==> src/hdl/b64d_pkg.sv <==
// Shared types, character constants and the alphabet lookup for the base64 decoder.
package b64d_pkg;

   // Character codes that the decoder treats specially.
   localparam logic [7:0] CHAR_UPPER_A = 8'h41;
   localparam logic [7:0] CHAR_UPPER_Z = 8'h5A;
   localparam logic [7:0] CHAR_LOWER_A = 8'h61;
   localparam logic [7:0] CHAR_LOWER_Z = 8'h7A;
   localparam logic [7:0] CHAR_DIGIT_0 = 8'h30;
   localparam logic [7:0] CHAR_DIGIT_9 = 8'h39;
   localparam logic [7:0] CHAR_PLUS    = 8'h2B;
   localparam logic [7:0] CHAR_SLASH   = 8'h2F;
   localparam logic [7:0] CHAR_PAD     = 8'h3D;

   // Offsets that move each alphabet range onto its six-bit value.
   localparam logic [7:0] LOWER_OFFSET = 8'd71;  // 'a' - 26
   localparam logic [7:0] DIGIT_OFFSET = 8'd4;   // 52 - '0'
   localparam logic [5:0] SEXTET_PLUS  = 6'd62;
   localparam logic [5:0] SEXTET_SLASH = 6'd63;

   localparam logic [1:0] GROUP_LAST_POS = 2'd3;
   localparam logic [1:0] PAD_MAX        = 2'd3;
   localparam logic [1:0] BYTES_FULL     = 2'd3;

   // One finished group as it travels from the front end to the byte emitter.
   typedef struct packed {
      logic [23:0] word;
      logic [1:0]  count;
      logic        eom;
   } group_type;

   function automatic logic [5:0] sextet_of(input logic [7:0] c);
      logic [7:0] d;
      d = 8'd0;
      if (c >= CHAR_UPPER_A && c <= CHAR_UPPER_Z) begin
         d = c - CHAR_UPPER_A;
      end else if (c >= CHAR_LOWER_A && c <= CHAR_LOWER_Z) begin
         d = c - LOWER_OFFSET;
      end else if (c >= CHAR_DIGIT_0 && c <= CHAR_DIGIT_9) begin
         d = c + DIGIT_OFFSET;
      end else if (c == CHAR_PLUS) begin
         d = {2'b00, SEXTET_PLUS};
      end else if (c == CHAR_SLASH) begin
         d = {2'b00, SEXTET_SLASH};
      end
      return d[5:0];
   endfunction

endpackage

==> src/hdl/b64d_req_if.sv <==
// Character input channel: valid/ready handshake with one character per transfer.
interface b64d_req_if;
   logic       valid;
   logic       ready;
   logic [7:0] char_code;
   logic       end_of_message;

   modport source (output valid, output char_code, output end_of_message, input ready);
   modport sink   (input valid, input char_code, input end_of_message, output ready);
endinterface

==> src/hdl/b64d_rsp_if.sv <==
// Byte output channel: valid/ready handshake with one decoded byte per transfer.
interface b64d_rsp_if;
   logic       valid;
   logic       ready;
   logic [7:0] data_byte;
   logic       last_byte;

   modport source (output valid, output data_byte, output last_byte, input ready);
   modport sink   (input valid, input data_byte, input last_byte, output ready);
endinterface

==> src/hdl/b64d_front.sv <==
// Front end: takes characters, decodes sextets and assembles four-character groups.
module b64d_front (
   input  logic                clock,
   input  logic                reset,
   b64d_req_if.sink            req_ch,
   input  logic                queue_full,
   output logic                push,
   output b64d_pkg::group_type push_group
);

   logic [1:0]  pos_ff, pos_in;
   logic [17:0] acc_ff, acc_in;
   logic [1:0]  pad_ff, pad_in;
   logic        accept;
   logic [5:0]  sextet;
   logic [1:0]  pad_next;
   logic [1:0]  nbytes;

   assign req_ch.ready = !queue_full;
   assign accept       = req_ch.valid && req_ch.ready;
   assign sextet       = b64d_pkg::sextet_of(req_ch.char_code);

   always_comb begin
      pad_next = pad_ff;
      if (req_ch.char_code == b64d_pkg::CHAR_PAD && pad_ff != b64d_pkg::PAD_MAX) begin
         pad_next = pad_ff + 2'd1;
      end
      // Each pad character drops one byte from the tail of the group.
      nbytes = b64d_pkg::BYTES_FULL - pad_next;

      push_group.word  = {acc_ff, sextet};
      push_group.count = nbytes;
      push_group.eom   = req_ch.end_of_message;
      push             = accept && pos_ff == b64d_pkg::GROUP_LAST_POS && nbytes != 2'd0;

      pos_in = pos_ff;
      acc_in = acc_ff;
      pad_in = pad_ff;
      if (accept) begin
         if (pos_ff == b64d_pkg::GROUP_LAST_POS || req_ch.end_of_message) begin
            // Group complete, or a partial group cut off by end of message.
            pos_in = 2'd0;
            acc_in = 18'd0;
            pad_in = 2'd0;
         end else begin
            pos_in = pos_ff + 2'd1;
            acc_in = {acc_ff[11:0], sextet};
            pad_in = pad_next;
         end
      end
   end

   always_ff @(posedge clock) begin
      if (reset) begin
         pos_ff <= 2'd0;
         acc_ff <= 18'd0;
         pad_ff <= 2'd0;
      end else begin
         pos_ff <= pos_in;
         acc_ff <= acc_in;
         pad_ff <= pad_in;
      end
   end

`ifndef SYNTHESIS
   a_push_has_bytes: assert property (@(posedge clock) disable iff (reset)
      push |-> push_group.count != 2'd0)
      else $error("group pushed with no bytes");
`endif

endmodule

==> src/hdl/b64d_queue.sv <==
// Small register queue of decoded groups between the front end and the byte emitter.
module b64d_queue #(
   parameter int DEPTH = 4
) (
   input  logic                clock,
   input  logic                reset,
   input  logic                push,
   input  b64d_pkg::group_type push_group,
   input  logic                pop,
   output b64d_pkg::group_type pop_group,
   output logic                full,
   output logic                empty
);

   localparam int AW = (DEPTH > 1) ? $clog2(DEPTH) : 1;
   localparam int CW = $clog2(DEPTH + 1);
   localparam logic [AW-1:0] LAST_IDX = AW'(DEPTH - 1);
   localparam logic [CW-1:0] FULL_CNT = CW'(DEPTH);

   b64d_pkg::group_type mem_ff [DEPTH];
   logic [AW-1:0] wr_ptr_ff, wr_ptr_in;
   logic [AW-1:0] rd_ptr_ff, rd_ptr_in;
   logic [CW-1:0] count_ff, count_in;

   assign full      = count_ff == FULL_CNT;
   assign empty     = count_ff == '0;
   assign pop_group = mem_ff[rd_ptr_ff];

   always_comb begin
      wr_ptr_in = wr_ptr_ff;
      rd_ptr_in = rd_ptr_ff;
      count_in  = count_ff;
      if (push) begin
         wr_ptr_in = (wr_ptr_ff == LAST_IDX) ? '0 : wr_ptr_ff + AW'(1);
      end
      if (pop) begin
         rd_ptr_in = (rd_ptr_ff == LAST_IDX) ? '0 : rd_ptr_ff + AW'(1);
      end
      if (push && !pop) begin
         count_in = count_ff + CW'(1);
      end else if (pop && !push) begin
         count_in = count_ff - CW'(1);
      end
   end

   always_ff @(posedge clock) begin
      if (reset) begin
         wr_ptr_ff <= '0;
         rd_ptr_ff <= '0;
         count_ff  <= '0;
      end else begin
         wr_ptr_ff <= wr_ptr_in;
         rd_ptr_ff <= rd_ptr_in;
         count_ff  <= count_in;
      end
   end

   always_ff @(posedge clock) begin
      if (push) begin
         mem_ff[wr_ptr_ff] <= push_group;
      end
   end

`ifndef SYNTHESIS
   a_no_overflow: assert property (@(posedge clock) disable iff (reset)
      push |-> !full)
      else $error("push into a full queue");
   a_no_underflow: assert property (@(posedge clock) disable iff (reset)
      pop |-> !empty)
      else $error("pop from an empty queue");
`endif

endmodule

==> src/hdl/b64d_back.sv <==
// Byte emitter: splits queued groups into bytes behind a registered output stage.
module b64d_back (
   input  logic                clock,
   input  logic                reset,
   input  b64d_pkg::group_type pop_group,
   input  logic                empty,
   output logic                pop,
   b64d_rsp_if.source          rsp_ch
);

   logic        cur_valid_ff, cur_valid_in;
   logic [23:0] cur_word_ff, cur_word_in;
   logic [1:0]  cur_left_ff, cur_left_in;
   logic        cur_eom_ff, cur_eom_in;
   logic        rsp_valid_ff, rsp_valid_in;
   logic [7:0]  rsp_data_ff, rsp_data_in;
   logic        rsp_last_ff, rsp_last_in;
   logic        out_load;
   logic        emit;
   logic        final_byte;

   assign out_load   = !rsp_valid_ff || rsp_ch.ready;
   assign emit       = cur_valid_ff && out_load;
   assign final_byte = cur_left_ff == 2'd1;
   assign pop        = !empty && (!cur_valid_ff || (emit && final_byte));

   always_comb begin
      cur_valid_in = cur_valid_ff;
      cur_word_in  = cur_word_ff;
      cur_left_in  = cur_left_ff;
      cur_eom_in   = cur_eom_ff;
      if (pop) begin
         cur_valid_in = 1'b1;
         cur_word_in  = pop_group.word;
         cur_left_in  = pop_group.count;
         cur_eom_in   = pop_group.eom;
      end else if (emit) begin
         cur_valid_in = !final_byte;
         cur_word_in  = {cur_word_ff[15:0], 8'd0};
         cur_left_in  = cur_left_ff - 2'd1;
      end

      rsp_valid_in = rsp_valid_ff;
      rsp_data_in  = rsp_data_ff;
      rsp_last_in  = rsp_last_ff;
      if (out_load) begin
         rsp_valid_in = emit;
         rsp_data_in  = cur_word_ff[23:16];
         rsp_last_in  = cur_eom_ff && final_byte;
      end
   end

   always_ff @(posedge clock) begin
      if (reset) begin
         cur_valid_ff <= 1'b0;
         rsp_valid_ff <= 1'b0;
      end else begin
         cur_valid_ff <= cur_valid_in;
         rsp_valid_ff <= rsp_valid_in;
      end
   end

   always_ff @(posedge clock) begin
      cur_word_ff <= cur_word_in;
      cur_left_ff <= cur_left_in;
      cur_eom_ff  <= cur_eom_in;
      rsp_data_ff <= rsp_data_in;
      rsp_last_ff <= rsp_last_in;
   end

   assign rsp_ch.valid     = rsp_valid_ff;
   assign rsp_ch.data_byte = rsp_data_ff;
   assign rsp_ch.last_byte = rsp_last_ff;

`ifndef SYNTHESIS
   a_group_drains: assert property (@(posedge clock) disable iff (reset)
      (emit && final_byte && !pop) |=> !cur_valid_ff)
      else $error("group still held after its final byte");
`endif

endmodule

==> src/hdl/base64_stream_decoder_core.sv <==
// Top level of the streaming base64 decoder: front end, group queue and byte emitter.
// Throughput: one character accepted per cycle while the queue is not full, and one
// byte delivered per cycle while the sink is ready. A group goes from its fourth
// character through the queue and the group register to the output register.
// Reset is synchronous and active high; it clears the partial group, empties the queue
// and drops any byte not yet delivered. There is no clearing pass.
module base64_stream_decoder_core #(
   parameter int QUEUE_DEPTH = 4
) (
   input  logic      clock,
   input  logic      reset,
   b64d_req_if.sink  req_ch,
   b64d_rsp_if.source rsp_ch
);

   // Groups with at least one byte cross from the front end to the emitter through
   // the queue. The front end stalls only when the queue is full, so the character
   // side and the byte side each stall on their own.
   b64d_pkg::group_type push_group;
   b64d_pkg::group_type pop_group;
   logic                push;
   logic                pop;
   logic                queue_full;
   logic                queue_empty;

   // The front end decodes each character as it transfers and, on the fourth
   // character of a group, pushes the 24-bit word with its byte count and the
   // end-of-message mark. Groups that give no bytes are dropped there.
   b64d_front u_front (
      .clock      (clock),
      .reset      (reset),
      .req_ch     (req_ch),
      .queue_full (queue_full),
      .push       (push),
      .push_group (push_group)
   );

   b64d_queue #(
      .DEPTH (QUEUE_DEPTH)
   ) u_queue (
      .clock      (clock),
      .reset      (reset),
      .push       (push),
      .push_group (push_group),
      .pop        (pop),
      .pop_group  (pop_group),
      .full       (queue_full),
      .empty      (queue_empty)
   );

   // The emitter sends the bytes of one group, most significant first, through a
   // registered output stage, and takes the next group as the last byte leaves.
   b64d_back u_back (
      .clock     (clock),
      .reset     (reset),
      .pop_group (pop_group),
      .empty     (queue_empty),
      .pop       (pop),
      .rsp_ch    (rsp_ch)
   );

endmodule

==> src/flat_wrapper.sv <==
// flat-port wrapper written by rule: the top's interface ports become plain ports
module base64_stream_decoder_core_flat 
#(
   parameter int QUEUE_DEPTH = 4
)
  (clock, reset, req_ch_valid, req_ch_char_code, req_ch_end_of_message, req_ch_ready, rsp_ch_valid, rsp_ch_data_byte, rsp_ch_last_byte, rsp_ch_ready);
  b64d_req_if req_ch_i ();
  b64d_rsp_if rsp_ch_i ();
  input  logic clock;
  input  logic reset;
  input wire logic [$bits(req_ch_i.valid)-1:0] req_ch_valid;
  input wire logic [$bits(req_ch_i.char_code)-1:0] req_ch_char_code;
  input wire logic [$bits(req_ch_i.end_of_message)-1:0] req_ch_end_of_message;
  output wire logic [$bits(req_ch_i.ready)-1:0] req_ch_ready;
  output wire logic [$bits(rsp_ch_i.valid)-1:0] rsp_ch_valid;
  output wire logic [$bits(rsp_ch_i.data_byte)-1:0] rsp_ch_data_byte;
  output wire logic [$bits(rsp_ch_i.last_byte)-1:0] rsp_ch_last_byte;
  input wire logic [$bits(rsp_ch_i.ready)-1:0] rsp_ch_ready;
  assign req_ch_i.valid = req_ch_valid;
  assign req_ch_i.char_code = req_ch_char_code;
  assign req_ch_i.end_of_message = req_ch_end_of_message;
  assign req_ch_ready = req_ch_i.ready;
  assign rsp_ch_valid = rsp_ch_i.valid;
  assign rsp_ch_data_byte = rsp_ch_i.data_byte;
  assign rsp_ch_last_byte = rsp_ch_i.last_byte;
  assign rsp_ch_i.ready = rsp_ch_ready;
  base64_stream_decoder_core #(.QUEUE_DEPTH(QUEUE_DEPTH)) u_core (.clock(clock), .reset(reset), .req_ch(req_ch_i), .rsp_ch(rsp_ch_i));
endmodule
==> config.mk <==
export PLATFORM = sky130hd
export DESIGN_NAME = base64_stream_decoder_core_flat
export DESIGN_NICKNAME = d
export VERILOG_FILES = /design/src/hdl/b64d_pkg.sv /design/src/hdl/b64d_req_if.sv /design/src/hdl/b64d_rsp_if.sv /design/src/hdl/b64d_front.sv /design/src/hdl/b64d_queue.sv /design/src/hdl/b64d_back.sv /design/src/hdl/base64_stream_decoder_core.sv /design/src/flat_wrapper.sv
export SDC_FILE = /design/constraint.sdc
export NUM_CORES = 1
export LEC_CHECK = 0
export BUFFER_PORTS_ARGS = -buffer_cell sky130_fd_sc_hd__buf_2
export CORE_ASPECT_RATIO = 1.4
export CORE_MARGIN = 2
export CORE_UTILIZATION = 55
export DETAILED_ROUTE_END_ITERATION = 12
export GPL_TIMING_DRIVEN = 0
export PLACE_DENSITY = 0.72
export SKIP_CTS_REPAIR_TIMING = 1
export SLEW_MARGIN = 25
export SYNTH_ARGS = -nofsm -noshare
export SYNTH_HDL_FRONTEND = slang
export SYNTH_SLANG_ARGS = --single-unit
export TNS_END_PERCENT = 10
==> constraint.sdc <==
create_clock -name clock -period 3.58 [get_ports clock]
set_input_delay 0.537 -clock clock [delete_from_list [all_inputs] [get_ports clock]]
set_output_delay 0.537 -clock clock [all_outputs]
set_load 0.02 [all_outputs]
* Word level (Yosys, flattened, before mapping) *
Memory sizes are Yosys's and may differ from the RTL's. A register that Yosys moved wholly into a read port is not among the register bits.
Index checks and enable logic that the tools add are counted.

storage, ports and cells
  RAM bits = 108
  memories = 1
  input bits = 13
  latch bits = 0
  output and inout port bits = 11
  bits in registers = 67
  ROM bits = 0
  word-level logic and storage cells = 90

cells by class
  divide/modulo/power cells = 0
  equality and inequality tests = 9
  $mul = 0
  mux-type cells = 23
  order comparisons = 6
  shift-type cells = 0
  add/sub/neg operators = 11
  reductions and logical operators = 27
  bitwise operators = 0

memory list
  memory                 words  width  rd ports  clocked after Yosys merged registers in  wr ports  line              RTL
  u_core.u_queue.mem_ff  4      27     1         1                                        1         b64d_queue.sv:20  b64d_pkg::group_type mem_ff [DEPTH];

operator list
  operator             number
  $mux 24              2
  $mux 6               5
  $eq 8x6->1 const B   3
  $mux 18              1
  $mux 2               9
  $ge 8x7->1 const B   2
  $le 8x7->1 const B   2
  $logic_and 1x1->1    13
  $add 2x1->2 const B  4
  $ge 8x6->1 const B   1
  $le 8x6->1 const B   1
  $logic_not 1->1      7
  $add 6x3->6 const B  1
  $eq 2x2->1 const B   3
  $mux 3               2
  $reduce_bool 2->1    3
  $sub 6x1->6 const B  1
  $sub 6x3->6 const B  1
  $mux 1               4
  $add 3x1->3 const B  1
  $eq 3x3->1 const B   1
  $logic_not 3->1      1
  $logic_or 1x1->1     3
  $sub 3x1->3 const B  1
  other kinds (4)      4

* Longest topological paths before layout *
  depth after elaboration = 10
  gate-level depth with buffers = 12
  gate-level depth less buffers = 11

* Modules after synthesis *
Synthesis repeated with hierarchy kept, for this count alone.

unflattened totals
  cell total of the unflattened synthesis = 440
  area total of the unflattened synthesis = 7342.0 µm²

modules (own cells, without submodules)
  module      area an instance (µm²)  cells an instance  times used  seq. area each (µm²)
  b64d_queue  4384.2                  185                1           3423.3
  b64d_back   1500.2                  83                 1           1121.1
  b64d_front  1457.6                  172                1           440.4

* Least setup slack after synthesis *
Ideal clock, no wire load.

  path type = input-to-reg
  from = input rsp_ch_ready
  to = register u_core.u_queue.count_ff[2]
  buffers on the path = 1
  cell stages on the path = 11
  library setup time = 0.070 ns
  data arrival time = 2.844 ns
  path slack = 0.666 ns
  required time = 3.510 ns
  cells stage by stage = nand2b_1 > a21oi_1 > nor2_1 > inv_1 > buf_1 > ha_1 > inv_1 > fa_1 > xor2_1 > or3_1 > a21oi_1

between the ends
  longest elaborated chain between the ends = 8
  elaborated cells on any way between the ends = 10
  those cells by class = mux: 1; reduce/logical: 9

ends and longest elaborated chain
  what                                         line                RTL
  start, declared                              flat_wrapper.sv:18  input wire logic [$bits(rsp_ch_i.ready)-1:0] rsp_ch_ready;
  $logic_or 1x1->1 (*)                         b64d_back.sv:22     assign out_load = !rsp_valid_ff || rsp_ch.ready;
  $logic_and 1x1->1 (*)                        b64d_back.sv:23     assign emit = cur_valid_ff && out_load;
  $logic_and 1x1->1 (*)                        b64d_back.sv:25     assign pop = !empty && (!cur_valid_ff || (emit && final_byte));
  $logic_or 1x1->1 (*)                         b64d_back.sv:25
  $logic_and 1x1->1 (*)                        b64d_back.sv:25
  $logic_not 1->1                              b64d_queue.sv:39    if (push && !pop) begin
  $logic_and 1x1->1                            b64d_queue.sv:39
  $mux 3 or $reduce_bool 2->1 (tied branches)  --
  end signal, assigned                         b64d_queue.sv:54    count_ff <= count_in;
  end, declared                                b64d_queue.sv:23    logic [CW-1:0] count_ff, count_in;

Mark *: on every way between the ends. The rest lies on a longest branch, timed or not.
A chain may end at the register's enable or synchronous reset.

* Final worst setup path *
  from = register u_core.u_back.rsp_valid_ff, in the netlist u_core.u_back.rsp_ch.valid
  to = register u_core.u_queue.count_ff[2]

between the ends
  longest elaborated chain between the ends = 9
  elaborated cells on any way between the ends = 11
  those cells by class = mux: 1; reduce/logical: 10

ends and longest elaborated chain
  what                                         line              RTL
  start, declared                              b64d_back.sv:15   logic rsp_valid_ff, rsp_valid_in;
  start signal, assigned                       b64d_back.sv:59   rsp_valid_ff <= rsp_valid_in;
  $logic_not 1->1 (*)                          b64d_back.sv:22
  $logic_or 1x1->1 (*)                         b64d_back.sv:22
  named net u_core.u_back.out_load             b64d_back.sv:18   logic out_load;
  $logic_and 1x1->1 (*)                        b64d_back.sv:23
  $logic_and 1x1->1 (*)                        b64d_back.sv:25
  $logic_or 1x1->1 (*)                         b64d_back.sv:25
  $logic_and 1x1->1 (*)                        b64d_back.sv:25
  $logic_not 1->1                              b64d_queue.sv:39
  $logic_and 1x1->1                            b64d_queue.sv:39
  $mux 3 or $reduce_bool 2->1 (tied branches)  --

Mark *: on every way through the listed nets, which the timed path passes. The rest lies on a longest branch.

==> run metrics <==
TritonCTS clock tree=yes; final instance area=8230 sq um; Final setup viols=0; DR iter-0 viols=284; min-delay worst type=input port to flop; WL/cell=20.5 microns; Pins Over Slew Limit=0; clk buf depth=2; Worst path max stage delay=0.48 ns; # DRC=0; ant diodes=0; crit path DAT=3.49 ns; Pwr per Cell Area=730 nW/um^2; Multi-input gate area=2110 sq um; unrepaired setup endpoints after global routing=no; HPWL Detailed=9.49 mm; Worst R2R Path Depth=10; Clk Latency, worst-skew pair=0.43 ns; Die Footprint=14100 sq um; Via density=5.89; Top delay family on crit path=simple AND/OR/NAND/NOR gates; antenna-violating nets left=0; drt pass-1 iters=5; fmax=319 MHz; reg-to-reg setup timing slack=0.44 ns; die height=140 microns; Critical path buffers and inverters=2; Yosys reg bits=177; Post-Syn Instances=474; Reg clk slew, reported paths=0.07 ns; Cell Count, Final, Fillers Out=683; Die Width=101 microns; FILL cells=900; Syn-to-layout area delta=13.8%; nets=549; synth top area cells=edfxtp_1 60%, dfxtp_1 9.1%, mux4_2 8.4%, nand2_1 3.5%, ha_1 3.1%; Pleak=2.97 nW; reg2reg start=u_core.u_back.rsp_ch.valid$_SDFFE_PP0P_; Setup crit end kind=flop; synthesized cell area=7230 sq um; Setup crit start=u_core.u_back.rsp_ch.valid$_SDFFE_PP0P_; All-Layer GR Usage=0.217; sequential cell area=4980 sq um; ratio of cells with drive above 1 in the final layout=0.209; Slowest cell on crit path=inv_1; ys async rst share=0; largest net degree at the start of global routing=28; dominant cell type by area after synthesis=edfxtp_1; GPL Wtd Cong=0.874; Worst Path Class, Setup=flop to flop; ys flop type=edfxtp_1; CP Cell Sequence=nand2b_1 -> a21oi_1 -> nor2_2 -> inv_1 -> ha_1 -> inv_1 -> fa_1 -> xor2_1 -> or3_1 -> a21oi_1; worst vdd ir=352 uV; Final Hold Fails=0; row count=49; synthesized area per cell=15.3 sq um; PortBufs=22; worst relative slew slack=0.482; Syn Nets=506; vias in the first global route=4193; YS warnings=0; first-pass GRT wire length=22.3 mm; GRT Residual Overflow=0; status=finished clean; Distinct cells, synth=55; initial antenna violation count=0; worst path required time=3.93 ns; post-route minimum period=3.14 ns; sequential area share after synthesis=0.689; WL final=14.0 mm; Post-synth EDFFs=144; dpl cell area=7620 sq um; total CTS buffers=17; core area=12900 sq um; WP depth=10; I/O pins=24; CTS root buf=clkbuf_16; most frequent cells in the layout=144 x edfxtp_1, 66 x nand2_1, 33 x dfxtp_1; crit path max fanout=15; Clock Sinks=177; crit start category=flop; most common cell after layout, fill and taps aside=edfxtp_1; Synth top area share=0.598; CTS HTree Levels=4; DR vias=4023; worst setup path endpoint=u_core.u_queue.count_ff[2]$_SDFFE_PP0P_; FF-to-FF End=u_core.u_queue.count_ff[2]$_SDFFE_PP0P_; max cap viols=0; Worst-Margin Slew=0.777 ns; initial core utilization=0.562; Layout Skew=0.00680 ns; Final period util=0.876; placed insts=652
[state kept, by name, indices dropped and copies added (netlist names), named ones only]
| signal | count |
|---|---|
| u_core.u_back.rsp_ch.valid | 1 |
| u_core.u_front.acc_ff | 18 |
| u_core.u_front.pos_ff | 2 |
| u_core.u_queue.wr_ptr_ff | 2 |
| u_core.u_queue.count_ff | 3 |
| u_core.u_queue.rd_ptr_ff | 2 |
| u_core.u_front.pad_ff | 2 |
| u_core.u_back.cur_left_ff | 2 |
| u_core.u_back.cur_eom_ff | 1 |
| u_core.u_back.rsp_ch.last_byte | 1 |
| u_core.u_back.rsp_ch.data_byte | 8 |
| u_core.u_back.cur_word_ff | 24 |
| u_core.u_queue.mem_ff | 108 |
| u_core.u_back.cur_valid_ff | 1 |
[kinds of logic after synthesis]
family,share of synthesized area
mux,0.0910
compound gates,0.0621
fa+ha+maj,0.0339
simple gates,0.0974
flops,0.689
buf+inv,0.0206
xor+xnor,0.00605
[metal layers]
metal	routed length [microns]	GRT usage	up-vias
met5	0	0	-
met4	423	0.100	0
met3	474	0.0447	32
met2	7750	0.389	117
met1	5320	0.244	1994
li1	-	-	1880
[per-stage QoR]
stage	total power [mW]	TNS [ns]	hold slack (ns)	util	setup WS [ns]
3_3_place_gp	4.15	-8.90	0.406	0.585	-0.325
2_1_floorplan	3.75	0	0.400	-	0.666
6_report	6.01	0	0.403	0.640	0.443
3_5_place_dp	4.20	-0.363	0.409	0.592	-0.238
4_1_cts	6.06	0	0.378	0.640	0.107
5_1_grt	6.28	0	0.383	0.640	0.177
[cells in the mapped netlist (all sizes together), types with 10 or more instances]
cell type / instances
nor2: 33
inv: 16
edfxtp: 144
nand2: 67
ha: 18
a21oi: 10
clkbuf: 10
dfxtp: 33
buf: 10
mux4: 27
and2: 13
a22oi: 13
[layout make-up]
class                   count  share of cell area
flip-flops and latches    177               0.605
multi-input cells         261               0.256
clock buffers              17              0.0517
repair buffers             25              0.0234
well taps                 153              0.0232
clock inverters            15              0.0225
plain buffers              19              0.0103
inverters                  16             0.00729
[power breakdown]
group	switching [mW]	leakage, nW	internal, mW
Sequential	0.0917	1.65	2.64
Combinational	0.905	1.01	0.499
Clock	0.863	0.300	1.01
[worst min-delay path by stage]
stage / cells after the start / slack (ns) / to / startpoint
floorplan: 0 / 0.40 / u_core.u_back.rsp_ch.data_byte[0]$_DFFE_PP_ / u_core.u_back.cur_word_ff[16]$_DFFE_PP_
global placement: 0 / 0.41 / u_core.u_back.rsp_ch.data_byte[1]$_DFFE_PP_ / u_core.u_back.cur_word_ff[17]$_DFFE_PP_
detailed placement: 0 / 0.41 / u_core.u_back.rsp_ch.data_byte[0]$_DFFE_PP_ / u_core.u_back.cur_word_ff[16]$_DFFE_PP_
CTS: 1 / 0.38 / u_core.u_queue.mem_ff[3][0]$_DFFE_PP_ / req_ch_end_of_message
global route: 1 / 0.38 / u_core.u_queue.mem_ff[3][0]$_DFFE_PP_ / req_ch_end_of_message
finish: 1 / 0.40 / u_core.u_queue.mem_ff[2][0]$_DFFE_PP_ / req_ch_end_of_message
[worst reg2reg max path: cells and delay by family (launching register included)]
family / cells / cell delay (ns)
AO/OA/AOI/OAI: 2 / 0.51
XOR/XNOR: 1 / 0.19
adder cells (fa/ha/maj): 2 / 0.68
buffers and inverters: 2 / 0.54
flip-flops: 1 / 0.33
AND/OR/NAND/NOR: 3 / 0.82
No activity file was read; power rests on OpenSTA's default activity.
